<file path="src/hw/rtl/double_ended_queue_core_assert.svh">
// Assertion macros for the double-ended queue top level.
`ifndef DOUBLE_ENDED_QUEUE_CORE_ASSERT_SVH
`define DOUBLE_ENDED_QUEUE_CORE_ASSERT_SVH

// A condition that must hold at every clock edge outside reset.
`define DQ_ASSERT_ALWAYS(label, cond, msg) \
  label: assert property (@(posedge clk) disable iff (rst) (cond)) else $error(msg);

// An implication checked in the same cycle, outside reset.
`define DQ_ASSERT_IMPLY(label, ante, cons, msg) \
  label: assert property (@(posedge clk) disable iff (rst) (ante) |-> (cons)) \
    else $error(msg);

`endif

</file>
<file path="src/hw/rtl/dq_pkg.sv">
// Shared types, constants and ring-index helpers for the double-ended queue.
package dq_pkg;

  // Ring geometry.
  localparam int DEPTH  = 16;
  localparam int DATA_W = 32;
  localparam int IDX_W  = $clog2(DEPTH);
  localparam int CNT_W  = $clog2(DEPTH + 1);

  localparam logic [IDX_W-1:0] LAST_IDX = IDX_W'(DEPTH - 1);

  // Request codes on the input channel.
  localparam logic [2:0] REQ_PUSH_FRONT = 3'd0;
  localparam logic [2:0] REQ_PUSH_REAR  = 3'd1;
  localparam logic [2:0] REQ_POP_FRONT  = 3'd2;
  localparam logic [2:0] REQ_POP_REAR   = 3'd3;
  localparam logic [2:0] REQ_LIST       = 3'd4;

  // Status codes on the result channel.
  localparam logic [1:0] ST_OK    = 2'd0;
  localparam logic [1:0] ST_EMPTY = 2'd1;
  localparam logic [1:0] ST_FULL  = 2'd2;

  // Classified operation handed from the front end to the back end.
  typedef enum logic [2:0] {
    OP_PUSH_FRONT,
    OP_PUSH_REAR,
    OP_POP_FRONT,
    OP_POP_REAR,
    OP_LIST
  } op_t;

  typedef struct packed {
    op_t                       op;
    logic signed [DATA_W-1:0]  value;
  } cmd_t;

  // Back-end status seen by the top level.
  typedef struct packed {
    logic [CNT_W-1:0] count;
    logic             busy;
  } back_stat_t;

  // Next ring position, wrapping at the last entry.
  function automatic logic [IDX_W-1:0] ring_next(input logic [IDX_W-1:0] pos);
    logic [IDX_W-1:0] r;
    r = (pos == LAST_IDX) ? '0 : pos + 1'b1;
    return r;
  endfunction

  // Previous ring position, wrapping at zero.
  function automatic logic [IDX_W-1:0] ring_prev(input logic [IDX_W-1:0] pos);
    logic [IDX_W-1:0] r;
    r = (pos == '0) ? LAST_IDX : pos - 1'b1;
    return r;
  endfunction

  // Ring position plus an offset of at most DEPTH: one compare and subtract.
  function automatic logic [IDX_W-1:0] ring_add(input logic [IDX_W-1:0] pos,
                                                input logic [CNT_W-1:0] off);
    logic [CNT_W:0] s;
    s = (CNT_W+1)'(pos) + (CNT_W+1)'(off);
    if (s >= (CNT_W+1)'(DEPTH)) begin
      s = s - (CNT_W+1)'(DEPTH);
    end
    return s[IDX_W-1:0];
  endfunction

endpackage

</file>
<file path="src/hw/rtl/dq_ram.sv">
// Generic single-write, single-read RAM with registered read data.
module dq_ram #(
  parameter int WIDTH = 32,
  parameter int DEPTH = 16
) (
  input  logic                     clk,
  input  logic                     wr_en,
  input  logic [$clog2(DEPTH)-1:0] wr_addr,
  input  logic [WIDTH-1:0]         wr_data,
  input  logic [$clog2(DEPTH)-1:0] rd_addr,
  output logic [WIDTH-1:0]         rd_data
);

  logic [WIDTH-1:0] mem [DEPTH];

  // Write port and registered read port.
  always_ff @(posedge clk) begin
    if (wr_en) begin
      mem[wr_addr] <= wr_data;
    end
    rd_data <= mem[rd_addr];
  end

endmodule

</file>
<file path="src/hw/rtl/dq_front.sv">
// Front end: accepts request beats, classifies them and queues commands.
module dq_front (
  input  logic                         clk,
  input  logic                         rst,
  input  logic                         in_valid,
  output logic                         in_ready,
  input  logic [2:0]                   req_type,
  input  logic signed [dq_pkg::DATA_W-1:0] item_value,
  output logic                         cmd_valid,
  input  logic                         cmd_ready,
  output dq_pkg::cmd_t                 cmd
);
  import dq_pkg::*;

  // Two-entry command queue.
  cmd_t       q [2];
  logic       wr_ptr;
  logic       rd_ptr;
  logic [1:0] fill;

  cmd_t       cls_cmd;
  logic       cls_ok;
  logic       push;
  logic       pop;

  // Decode the request code; unused codes are accepted and dropped.
  always_comb begin
    cls_ok       = 1'b1;
    cls_cmd.value = item_value;
    case (req_type)
      REQ_PUSH_FRONT: cls_cmd.op = OP_PUSH_FRONT;
      REQ_PUSH_REAR:  cls_cmd.op = OP_PUSH_REAR;
      REQ_POP_FRONT:  cls_cmd.op = OP_POP_FRONT;
      REQ_POP_REAR:   cls_cmd.op = OP_POP_REAR;
      REQ_LIST:       cls_cmd.op = OP_LIST;
      default: begin
        cls_cmd.op = OP_LIST;
        cls_ok     = 1'b0;
      end
    endcase
  end

  assign in_ready  = (fill != 2'd2);
  assign cmd_valid = (fill != 2'd0);
  assign cmd       = q[rd_ptr];
  assign push      = in_valid && in_ready && cls_ok;
  assign pop       = cmd_valid && cmd_ready;

  // Queue pointers and fill level.
  always_ff @(posedge clk) begin
    if (rst) begin
      wr_ptr <= 1'b0;
      rd_ptr <= 1'b0;
      fill   <= 2'd0;
    end else begin
      if (push) begin
        wr_ptr <= ~wr_ptr;
      end
      if (pop) begin
        rd_ptr <= ~rd_ptr;
      end
      if (push && !pop) begin
        fill <= fill + 2'd1;
      end else if (pop && !push) begin
        fill <= fill - 2'd1;
      end
    end
  end

  // Queue storage.
  always_ff @(posedge clk) begin
    if (push) begin
      q[wr_ptr] <= cls_cmd;
    end
  end

endmodule

</file>
<file path="src/hw/rtl/dq_back.sv">
// Back end: executes queued commands on the entry ring and drives results.
module dq_back (
  input  logic                             clk,
  input  logic                             rst,
  input  logic                             cmd_valid,
  output logic                             cmd_ready,
  input  dq_pkg::cmd_t                     cmd,
  output logic                             out_valid,
  input  logic                             out_ready,
  output logic signed [dq_pkg::DATA_W-1:0] value,
  output logic [1:0]                       status,
  output logic                             last,
  output dq_pkg::back_stat_t               stat
);
  import dq_pkg::*;

  typedef enum logic {
    S_IDLE,
    S_READ
  } state_t;

  state_t           state;
  logic [IDX_W-1:0] front;
  logic [CNT_W-1:0] count;
  logic [CNT_W-1:0] remain;
  logic [IDX_W-1:0] rd_ptr;
  logic [IDX_W-1:0] rd_ptr_next;

  logic              wr_en;
  logic [IDX_W-1:0]  wr_addr;
  logic [DATA_W-1:0] rd_data;

  logic out_free;
  logic take;
  logic full;
  logic empty;
  logic beat_load;

  assign out_free  = !out_valid || out_ready;
  assign cmd_ready = (state == S_IDLE) && out_free;
  assign take      = cmd_valid && cmd_ready;
  assign full      = (count == CNT_W'(DEPTH));
  assign empty     = (count == '0);

  assign stat.count = count;
  assign stat.busy  = (state != S_IDLE);

  // A new result beat is loaded for pushes, empty reports and each read beat.
  always_comb begin
    beat_load = 1'b0;
    if (take) begin
      case (cmd.op)
        OP_PUSH_FRONT, OP_PUSH_REAR: beat_load = 1'b1;
        default:                     beat_load = empty;
      endcase
    end else if (state == S_READ && out_free) begin
      beat_load = 1'b1;
    end
  end

  // Write and read addresses into the ring.
  always_comb begin
    wr_en       = 1'b0;
    wr_addr     = ring_prev(front);
    rd_ptr_next = rd_ptr;
    if (take) begin
      case (cmd.op)
        OP_PUSH_FRONT: begin
          wr_en   = !full;
          wr_addr = ring_prev(front);
        end
        OP_PUSH_REAR: begin
          wr_en   = !full;
          wr_addr = ring_add(front, count);
        end
        OP_POP_FRONT: rd_ptr_next = front;
        OP_POP_REAR:  rd_ptr_next = ring_add(front, count - 1'b1);
        OP_LIST:      rd_ptr_next = front;
        default:      rd_ptr_next = rd_ptr;
      endcase
    end else if (state == S_READ && out_free && remain != CNT_W'(1)) begin
      rd_ptr_next = ring_next(rd_ptr);
    end
  end

  dq_ram #(
    .WIDTH(DATA_W),
    .DEPTH(DEPTH)
  ) u_ram (
    .clk    (clk),
    .wr_en  (wr_en),
    .wr_addr(wr_addr),
    .wr_data(cmd.value),
    .rd_addr(rd_ptr_next),
    .rd_data(rd_data)
  );

  // Read pointer follows the address presented to the RAM.
  always_ff @(posedge clk) begin
    rd_ptr <= rd_ptr_next;
  end

  // Sequencer, ring pointers and the result register.
  always_ff @(posedge clk) begin
    if (rst) begin
      state     <= S_IDLE;
      front     <= '0;
      count     <= '0;
      out_valid <= 1'b0;
    end else begin
      if (beat_load) begin
        out_valid <= 1'b1;
      end else if (out_ready) begin
        out_valid <= 1'b0;
      end
      case (state)
        S_IDLE: begin
          if (take) begin
            case (cmd.op)
              OP_PUSH_FRONT, OP_PUSH_REAR: begin
                value     <= '0;
                last      <= 1'b1;
                if (full) begin
                  status <= ST_FULL;
                end else begin
                  status <= ST_OK;
                  count  <= count + 1'b1;
                  if (cmd.op == OP_PUSH_FRONT) begin
                    front <= ring_prev(front);
                  end
                end
              end
              OP_POP_FRONT, OP_POP_REAR, OP_LIST: begin
                if (empty) begin
                  value     <= '0;
                  status    <= ST_EMPTY;
                  last      <= 1'b1;
                end else begin
                  state <= S_READ;
                  if (cmd.op == OP_LIST) begin
                    remain <= count;
                  end else begin
                    remain <= CNT_W'(1);
                    count  <= count - 1'b1;
                    if (cmd.op == OP_POP_FRONT) begin
                      front <= ring_next(front);
                    end
                  end
                end
              end
              default: state <= S_IDLE;
            endcase
          end
        end
        S_READ: begin
          if (out_free) begin
            value     <= rd_data;
            status    <= ST_OK;
            last      <= (remain == CNT_W'(1));
            remain    <= remain - 1'b1;
            if (remain == CNT_W'(1)) begin
              state <= S_IDLE;
            end
          end
        end
        default: state <= S_IDLE;
      endcase
    end
  end

endmodule

</file>
<file path="src/hw/rtl/double_ended_queue_core.sv">
// Top level of the bounded double-ended queue of signed 32-bit values.
//
// Input channel: in_valid/in_ready with req_type and item_value. Codes are
// push front, push rear, pop front, pop rear and list all; codes five to
// seven are accepted and produce nothing. Output channel: out_valid/out_ready
// with value, status and last; every other request ends with a beat marked last.
// A two-entry command queue sits between the front end and the back end.
// Push and status-only results pass through the command queue and the result
// register, and the back end takes one such request per cycle while the result
// register is free. A pop waits in the read state for the registered RAM read,
// so the back end takes no new request until its beat is loaded. A listing
// emits one beat per cycle while the result register is free. Reset empties
// the queue and clears all valid flags; the entry RAM is not cleared. When the
// receiver stalls, the result register holds its beat, the back end stops, and
// once the command queue fills in_ready drops.
`include "double_ended_queue_core_assert.svh"

module double_ended_queue_core (
  input  logic                             clk,
  input  logic                             rst,
  input  logic                             in_valid,
  output logic                             in_ready,
  input  logic [2:0]                       req_type,
  input  logic signed [dq_pkg::DATA_W-1:0] item_value,
  output logic                             out_valid,
  input  logic                             out_ready,
  output logic signed [dq_pkg::DATA_W-1:0] value,
  output logic [1:0]                       status,
  output logic                             last
);
  import dq_pkg::*;

  logic       cmd_valid;
  logic       cmd_ready;
  cmd_t       cmd;
  back_stat_t stat;

  // Request intake and classification.
  dq_front u_front (
    .clk       (clk),
    .rst       (rst),
    .in_valid  (in_valid),
    .in_ready  (in_ready),
    .req_type  (req_type),
    .item_value(item_value),
    .cmd_valid (cmd_valid),
    .cmd_ready (cmd_ready),
    .cmd       (cmd)
  );

  // Ring execution and result register.
  dq_back u_back (
    .clk      (clk),
    .rst      (rst),
    .cmd_valid(cmd_valid),
    .cmd_ready(cmd_ready),
    .cmd      (cmd),
    .out_valid(out_valid),
    .out_ready(out_ready),
    .value    (value),
    .status   (status),
    .last     (last),
    .stat     (stat)
  );

  // Consistency checks on the ring occupancy and on error result beats.
  `DQ_ASSERT_ALWAYS(a_count_bound, stat.count <= CNT_W'(DEPTH), "entry count exceeds depth")
  `DQ_ASSERT_IMPLY(a_err_beat, out_valid && status != ST_OK, value == '0 && last, "bad error beat")
  `DQ_ASSERT_IMPLY(a_full_beat, out_valid && status == ST_FULL, stat.count == CNT_W'(DEPTH), "full flagged while not full")
  `DQ_ASSERT_IMPLY(a_empty_beat, out_valid && status == ST_EMPTY, stat.count == '0, "empty flagged while not empty")

endmodule

</file>
<file path="config.mk">
export PLATFORM = sky130hd
export DESIGN_NAME = double_ended_queue_core
export DESIGN_NICKNAME = d
export VERILOG_FILES = /design/src/hw/rtl/dq_pkg.sv /design/src/hw/rtl/dq_ram.sv /design/src/hw/rtl/dq_front.sv /design/src/hw/rtl/dq_back.sv /design/src/hw/rtl/double_ended_queue_core.sv
export VERILOG_INCLUDE_DIRS = /design/src /design/src/hw/rtl
export SDC_FILE = /design/constraint.sdc
export NUM_CORES = 1
export LEC_CHECK = 0
export ABC_AREA = 0
export BUFFER_PORTS_ARGS = -buffer_cell sky130_fd_sc_hd__buf_2
export CAP_MARGIN = 10
export CORE_MARGIN = 2
export CORE_UTILIZATION = 40
export CTS_CLUSTER_DIAMETER = 80
export CTS_CLUSTER_SIZE = 28
export DETAILED_ROUTE_END_ITERATION = 8
export GPL_TIMING_DRIVEN = 1
export PLACE_DENSITY_LB_ADDON = 0.2
export SLEW_MARGIN = 15
export SYNTH_ARGS = -nofsm -noshare
export SYNTH_HDL_FRONTEND = slang
export SYNTH_SLANG_ARGS = --single-unit
</file>
<file path="constraint.sdc">
create_clock -name clk -period 9.4 [get_ports clk]
set_clock_uncertainty 0.05 [all_clocks]
set_input_delay 1.41 -clock clk [delete_from_list [all_inputs] [get_ports clk]]
set_output_delay 1.41 -clock clk [all_outputs]
set_load 0.005 [all_outputs]
</file>
Word-level counts from Yosys, hierarchy flattened
Memory sizes are Yosys's and may differ from the RTL's. A register that Yosys moved wholly into a read port is not among the register bits.
Index checks and enable logic that the tools add are counted.
{ "totals": {"memories": 2, "ramBits": 582, "regBits": 59} }
{ "classes": {"n_bitwise": 4, "n_addsub": 12, "order_cmp": 2, "n_eq_ne": 25, "muxes": 65, "reduce_logical": 29} }
{ "memory_table": {"columns": ["name", "words", "word_bits", "read_ports", "rd_clocked_by_memory_dff", "write_ports", "line_no", "rtl"], "rows": [
  ["u_back.u_ram.mem", 16, 32, 1, 1, 1, "dq_ram.sv:14", "logic [WIDTH-1:0] mem [DEPTH];"],
  ["u_front.q", 2, 35, 1, 1, 1, "dq_front.sv:16", "cmd_t q [2];"]
]} }
{ "ops": {"columns": ["cell", "n"], "rows": [
  ["one-hot mux 32 bit (2 select lines)", 2],
  ["2-to-1 mux 32 bit", 3],
  ["2-to-1 mux 4 bit", 14],
  ["2-to-1 mux 5 bit", 8],
  ["2-to-1 mux 1 bit", 22],
  ["one-hot mux 5 bit (2 select lines)", 2],
  ["!= test 2 bit (second input constant)", 8],
  ["one-hot mux 4 bit (2 select lines)", 2],
  ["adder 4 x 5 -> 6 bit", 2],
  ["== test 3 x 2 -> 1 bit (second input constant)", 4],
  ["greater-or-equal comparator 6 x 5 -> 1 bit (second input constant)", 2],
  ["2-to-1 mux 2 bit", 6],
  ["one-hot mux 3 bit (4 select lines)", 1],
  ["subtractor 4 x 1 -> 4 bit (second input constant)", 3],
  ["AND reduction 5 bit", 2],
  ["subtractor 5 x 1 -> 5 bit (second input constant)", 2],
  ["adder 4 x 1 -> 4 bit (second input constant)", 2],
  ["== test 4 bit (second input constant)", 2],
  ["logical AND 1 bit", 8],
  ["one-hot mux 2 bit (2 select lines)", 2],
  ["AND reduction 8 bit", 1],
  ["nonzero test 2 bit", 4],
  ["== test 3 x 1 -> 1 bit (second input constant)", 2],
  ["== test 3 bit (second input constant)", 2],
  ["20 further kinds", 31]
]} }

Logic depth before layout (Yosys ltp)
{ "logic_depth": {"ltp_word": 8, "ltp_mapped": 14, "ltp_nobuf": 12} }

Modules after synthesis
Synthesis repeated with hierarchy kept, for this count alone.
{ "hier_totals": {"hier_cells": 1271, "hier_area_um2": 25764.7} }
{ "modules_own_cells": {"columns": ["module", "area_each_um2", "n_inst", "cells_each"], "rows": [
  ["dq_ram", 19835.3, 1, 838],
  ["dq_back", 3151.8, 1, 296],
  ["dq_front", 2777.7, 1, 137]
]} }

Least setup slack after synthesis
Ideal clock, no wire load.
{ "synth_path": {"kind": "input to register", "start": "input port out_ready", "end": "memory u_back.u_ram.mem[14][0], enable pin", "t_arrival_ns": 3.994, "path_stages": 9, "path_slack_ns": 4.935, "n_path_buf": 1, "path_cell_list": "nor2b_1 nor3_2 buf_2 nand3_1 nor2_1 nand2_1 o21ai_0 nand2_1 nor2_1"} }
{ "synth_between": {"elab_chain_cells": 6} }
{ "synth_rtl": {"columns": ["element", "line_no", "rtl"], "rows": [
  ["from (decl)", "double_ended_queue_core.sv:26", "input logic out_ready,"],
  ["logical OR 1 bit *", "dq_back.sv:39", "assign out_free = !out_valid || out_ready;"],
  ["logical AND 1 bit *", "dq_back.sv:40", "assign cmd_ready = (state == S_IDLE) && out_free;"],
  ["logical AND 1 bit *", "dq_back.sv:41", "assign take = cmd_valid && cmd_ready;"],
  ["2-to-1 mux 1 bit", "dq_back.sv:66", "if (take) begin"],
  ["2-to-1 mux 1 bit", "dq_ram.sv:18", "if (wr_en) begin"],
  ["2-to-1 mux 1 bit (implied by the code)", "dq_ram.sv:19", "mem[wr_addr] <= wr_data;"],
  ["to (decl)", "dq_ram.sv:14", null]
]} }
Mark *: on every way between the ends. The rest lies on a longest branch, timed or not.

==> summary.txt <==
STA
-----------------------------------------------------------------------------------------------------
Tightest slew margin relative to the limit .............................................        30.9%
Post-layout min period .................................................................      5.17 ns
Post-route fraction of the period consumed by the critical path ........................        55.0%
Final count of hold timing violations ..................................................            0
Unrepaired setup endpoints after global routing ........................................        false
FMAX ...................................................................................    0.194 GHz
TNS Setup ..............................................................................         0 ns
Number of setup violations in the final report .........................................            0
Least-Margin Pin Slew ..................................................................      1.04 ns
Slew Limit Fails .......................................................................            0

FLOORPLANNING
-----------------------------------------------------------------------------------------------------
I/O pins ...............................................................................           76
Row Count ..............................................................................           94
Die Outline Area .......................................................................  0.0682 mm^2
Die extent in x ........................................................................       261 um
Vert. Die Dim ..........................................................................       261 um
Total core area ........................................................................  0.0656 mm^2
Starting density of the core ...........................................................        40.3%

ROUTE
-----------------------------------------------------------------------------------------------------
Routed wire length per instance ........................................................      23.2 um
Detailed-router iteration count before antenna repair ..................................            5
Total length of routed wires ...........................................................      63.9 mm
Final routed DRC violation total .......................................................            0
Starting DRC count in detailed routing .................................................        1,505
Number of nets with antenna violations after routing ...................................            0
DR vias/cell ...........................................................................         5.48
Detailed-route via count ...............................................................       15,100

CLOCK NETWORK
-----------------------------------------------------------------------------------------------------
Clock slew at reported path FFs ........................................................      0.10 ns
CTS tree ...............................................................................        built
Clock Tree Root ........................................................................    clkbuf_16
Post-CTS setup buffer count ............................................................            0
Post-cts gate resize count .............................................................            0
Hold Buf Count CTS .....................................................................            0
Number of buffers created by CTS .......................................................           36
H-tree depth reported by CTS ...........................................................            2
CTS Sinks ..............................................................................          674
Latest clock arrival within the worst-skew pair ........................................      0.60 ns
Max Root-Sink Buffers ..................................................................            3

FINISH
-----------------------------------------------------------------------------------------------------
Post-route core utilization ............................................................        44.1%
Net count of the finished layout .......................................................        1,918
Fill cell instance count of the final layout ...........................................        5,905
Layout cells sized above 1 .............................................................        12.7%
Most frequent standard cell in the layout excluding fill and tap cells .................     edfxtp_1
Layout overhead on the synthesized area ................................................        9.37%
Most used cells in the layout excluding fill and tap cells ............................. edfxtp_1, nand2_1, a21oi_1, buf_2, dfxtp_1
Final Instance Area ....................................................................  0.0289 mm^2
Antenna Diode Count ....................................................................            0

PLACED DESIGN
-----------------------------------------------------------------------------------------------------
# port buffers .........................................................................           75
Total placed instance area .............................................................  0.0277 mm^2
Placer congestion estimate .............................................................        0.807
Sum of net half-perimeters after detailed placement ....................................      31.6 mm

GRT
-----------------------------------------------------------------------------------------------------
Met1 track demand over resource in global routing ......................................        26.0%
Global-route wire length before repair .................................................      94.6 mm
Pin count of the biggest net entering global routing ...................................          216
Vias in the first global route .........................................................       14,800
Number of antenna violations at the first check in global routing ......................            1
Met2 Use GR ............................................................................        31.1%
Layer carrying the most global-route usage .............................................         met2
GRT Resource Usage Total ...............................................................        18.7%
Total gr overflow ......................................................................            0
Met3 capacity usage during global routing ..............................................        2.34%

WORST SETUP PATH
-----------------------------------------------------------------------------------------------------
Crit end category ......................................................................    flip-flop
Required time worst endpoint ...........................................................      9.87 ns
CP arrival .............................................................................      5.64 ns
Largest driver fanout on the critical path .............................................          173
Type of the worst setup path ...........................................................      reg2reg
Startpoint kind of the worst setup timing path .........................................    flip-flop
CP max stage cell ......................................................................      dfxtp_2
CP Cell Sequence ....................................................................... buf_4, mux2i_4, xnor2_1, o32ai_1, a211o_4, inv_6, buf_12, a21o_1, a21oi_1, a211oi_1, a311o_1
Largest stage delay on the critical path ...............................................      0.70 ns

POWER AND IR DROP
-----------------------------------------------------------------------------------------------------
Max IR drop VDD ........................................................................     0.416 mV
Overall power after layout .............................................................      9.13 mW
PwrDens ................................................................................  315 mW/mm^2
Leakage Power ..........................................................................      9.84 nW

SYNTHESIS
-----------------------------------------------------------------------------------------------------
Post-Synthesis Net Count ...............................................................        1,890
Simple-gate area share of the yosys netlist ............................................        6.99%
Largest family of logic cells by synthesized area ...................................... compound AO/OA/AOI/OAI gates
Synthesized instance count .............................................................        1,834
Number of distinct library cell variants in the gate-level netlist after synthesis .....           60
Most instantiated flip-flop cell in the synthesis netlist ..............................     edfxtp_1
Fraction of synthesized cell area in xor and xnor cells ................................       0.794%
Synthesized area per cell ..............................................................    14.4 um^2
Post-synthesis share of cell area spent on full adders, half adders and majority gates .       0.860%
Multiplexer share of the synthesized area ..............................................        1.76%
Cell area after synthesis ..............................................................  0.0265 mm^2
Area fraction in compound gates after synthesis ........................................        12.3%
Post-synth EDFFs .......................................................................          623
Async set or reset register ratio after synthesis ......................................           0%
Post-synthesis sequential element count ................................................          674
Warning count from the yosys run .......................................................            0
Post-synthesis sequential area ratio ...................................................        74.5%

JOB
-----------------------------------------------------------------------------------------------------
Maxcap violations ......................................................................            0

HOLD PATH
-----------------------------------------------------------------------------------------------------
Hold Crit Class ........................................................................      reg2reg

RUN STATUS
-----------------------------------------------------------------------------------------------------
Outcome ................................................................................ finished, final reports clean

path summary, 6_finish.rpt:
check / to / slack [ns] / from / cells past startpoint
worst max register to register: u_back.u_ram.rd_data[17] / 4.23 / flip-flop / 11
worst min register to register: flip-flop / 0.47 / u_front.rd_ptr / 2
worst min-delay path: flip-flop / 0.47 / u_front.rd_ptr / 2
worst max-delay path: u_back.u_ram.rd_data[17] / 4.23 / flip-flop / 11
worst max-delay path: cells and delay by family (launching register included):
| kind | cells | cell delay, ns |
|---|---|---|
| xor gates and xnor gates | 1 | 0.24 |
| buffers and inverters | 3 | 1.64 |
| muxes | 1 | 0.53 |
| AOI/OAI and AO/OA | 6 | 1.55 |
| DFF | 1 | 0.70 |
cells by family after synthesis:
group,count (synthesis)
flip-flops,674
AO/OA/AOI/OAI,507
AND/OR/NAND/NOR,439
buffers and inverters,134
multiplexers,39
XOR/XNOR,24
adder cells (fa/ha/maj),17
per-layer routing:
layer / up-vias / routed length (um)
li1: 6926 / -
met1: 7710 / 28900
met2: 364 / 30600
met3: 80 / 3000
met4: 0 / 1400
met5: - / 0
cell usage after synthesis (all sizes together), types with 33 or more instances:
library cell  count  area share, %
and2             34           0.80
mux2             35            1.5
a22oi            33           0.94
a21oi           270            5.1
clkbuf           34           0.48
nor2             44           0.62
a21o             36            1.0
edfxtp          623             71
a211oi           35           0.99
dfxtp            51            3.9
nand2           320            4.5
buf              83            2.0
layout make-up:
cell class              count  area, um^2  area share [%]
well taps                 864        1080            3.73
repair buffers            107         641            2.21
clock buffers              43         958            3.31
clock inverters            22         268           0.925
flip-flops and latches    674       19700            68.2
inverters                  17        73.8           0.255
multi-input cells        1026        6190            21.4
state kept, by name (all words and copies together), names as in the netlist, named ones only:
name / count
u_front.wr_ptr: 1
u_front.q: 70
u_back.out_valid: 1
u_back.front: 4
u_front.fill: 2
u_back.rd_ptr: 3
u_back.state: 1
u_back.last: 1
u_back.value: 32
u_back.count: 5
u_back.remain: 5
u_back.u_ram.rd_data: 32
u_back.status: 2
u_front.rd_ptr: 1
u_back.u_ram.mem: 512
metrics by stage:
step	setup slack, ns	instances	hold slack [ns]
after global routing	4.02	2753	0.488
after detailed placement	3.92	2688	0.447
after floorplan	4.93	1834	0.430
after CTS	4.21	2753	0.476
final	4.23	2753	0.468
after global placement	4.02	2688	0.449
power breakdown:
part	switching (mW)	internal, mW	total (mW)
combinational	2.36	1.15	3.51
sequential	0.106	3.70	3.80
clock	1.03	0.788	1.81
Power figures use the tool's default switching activity.
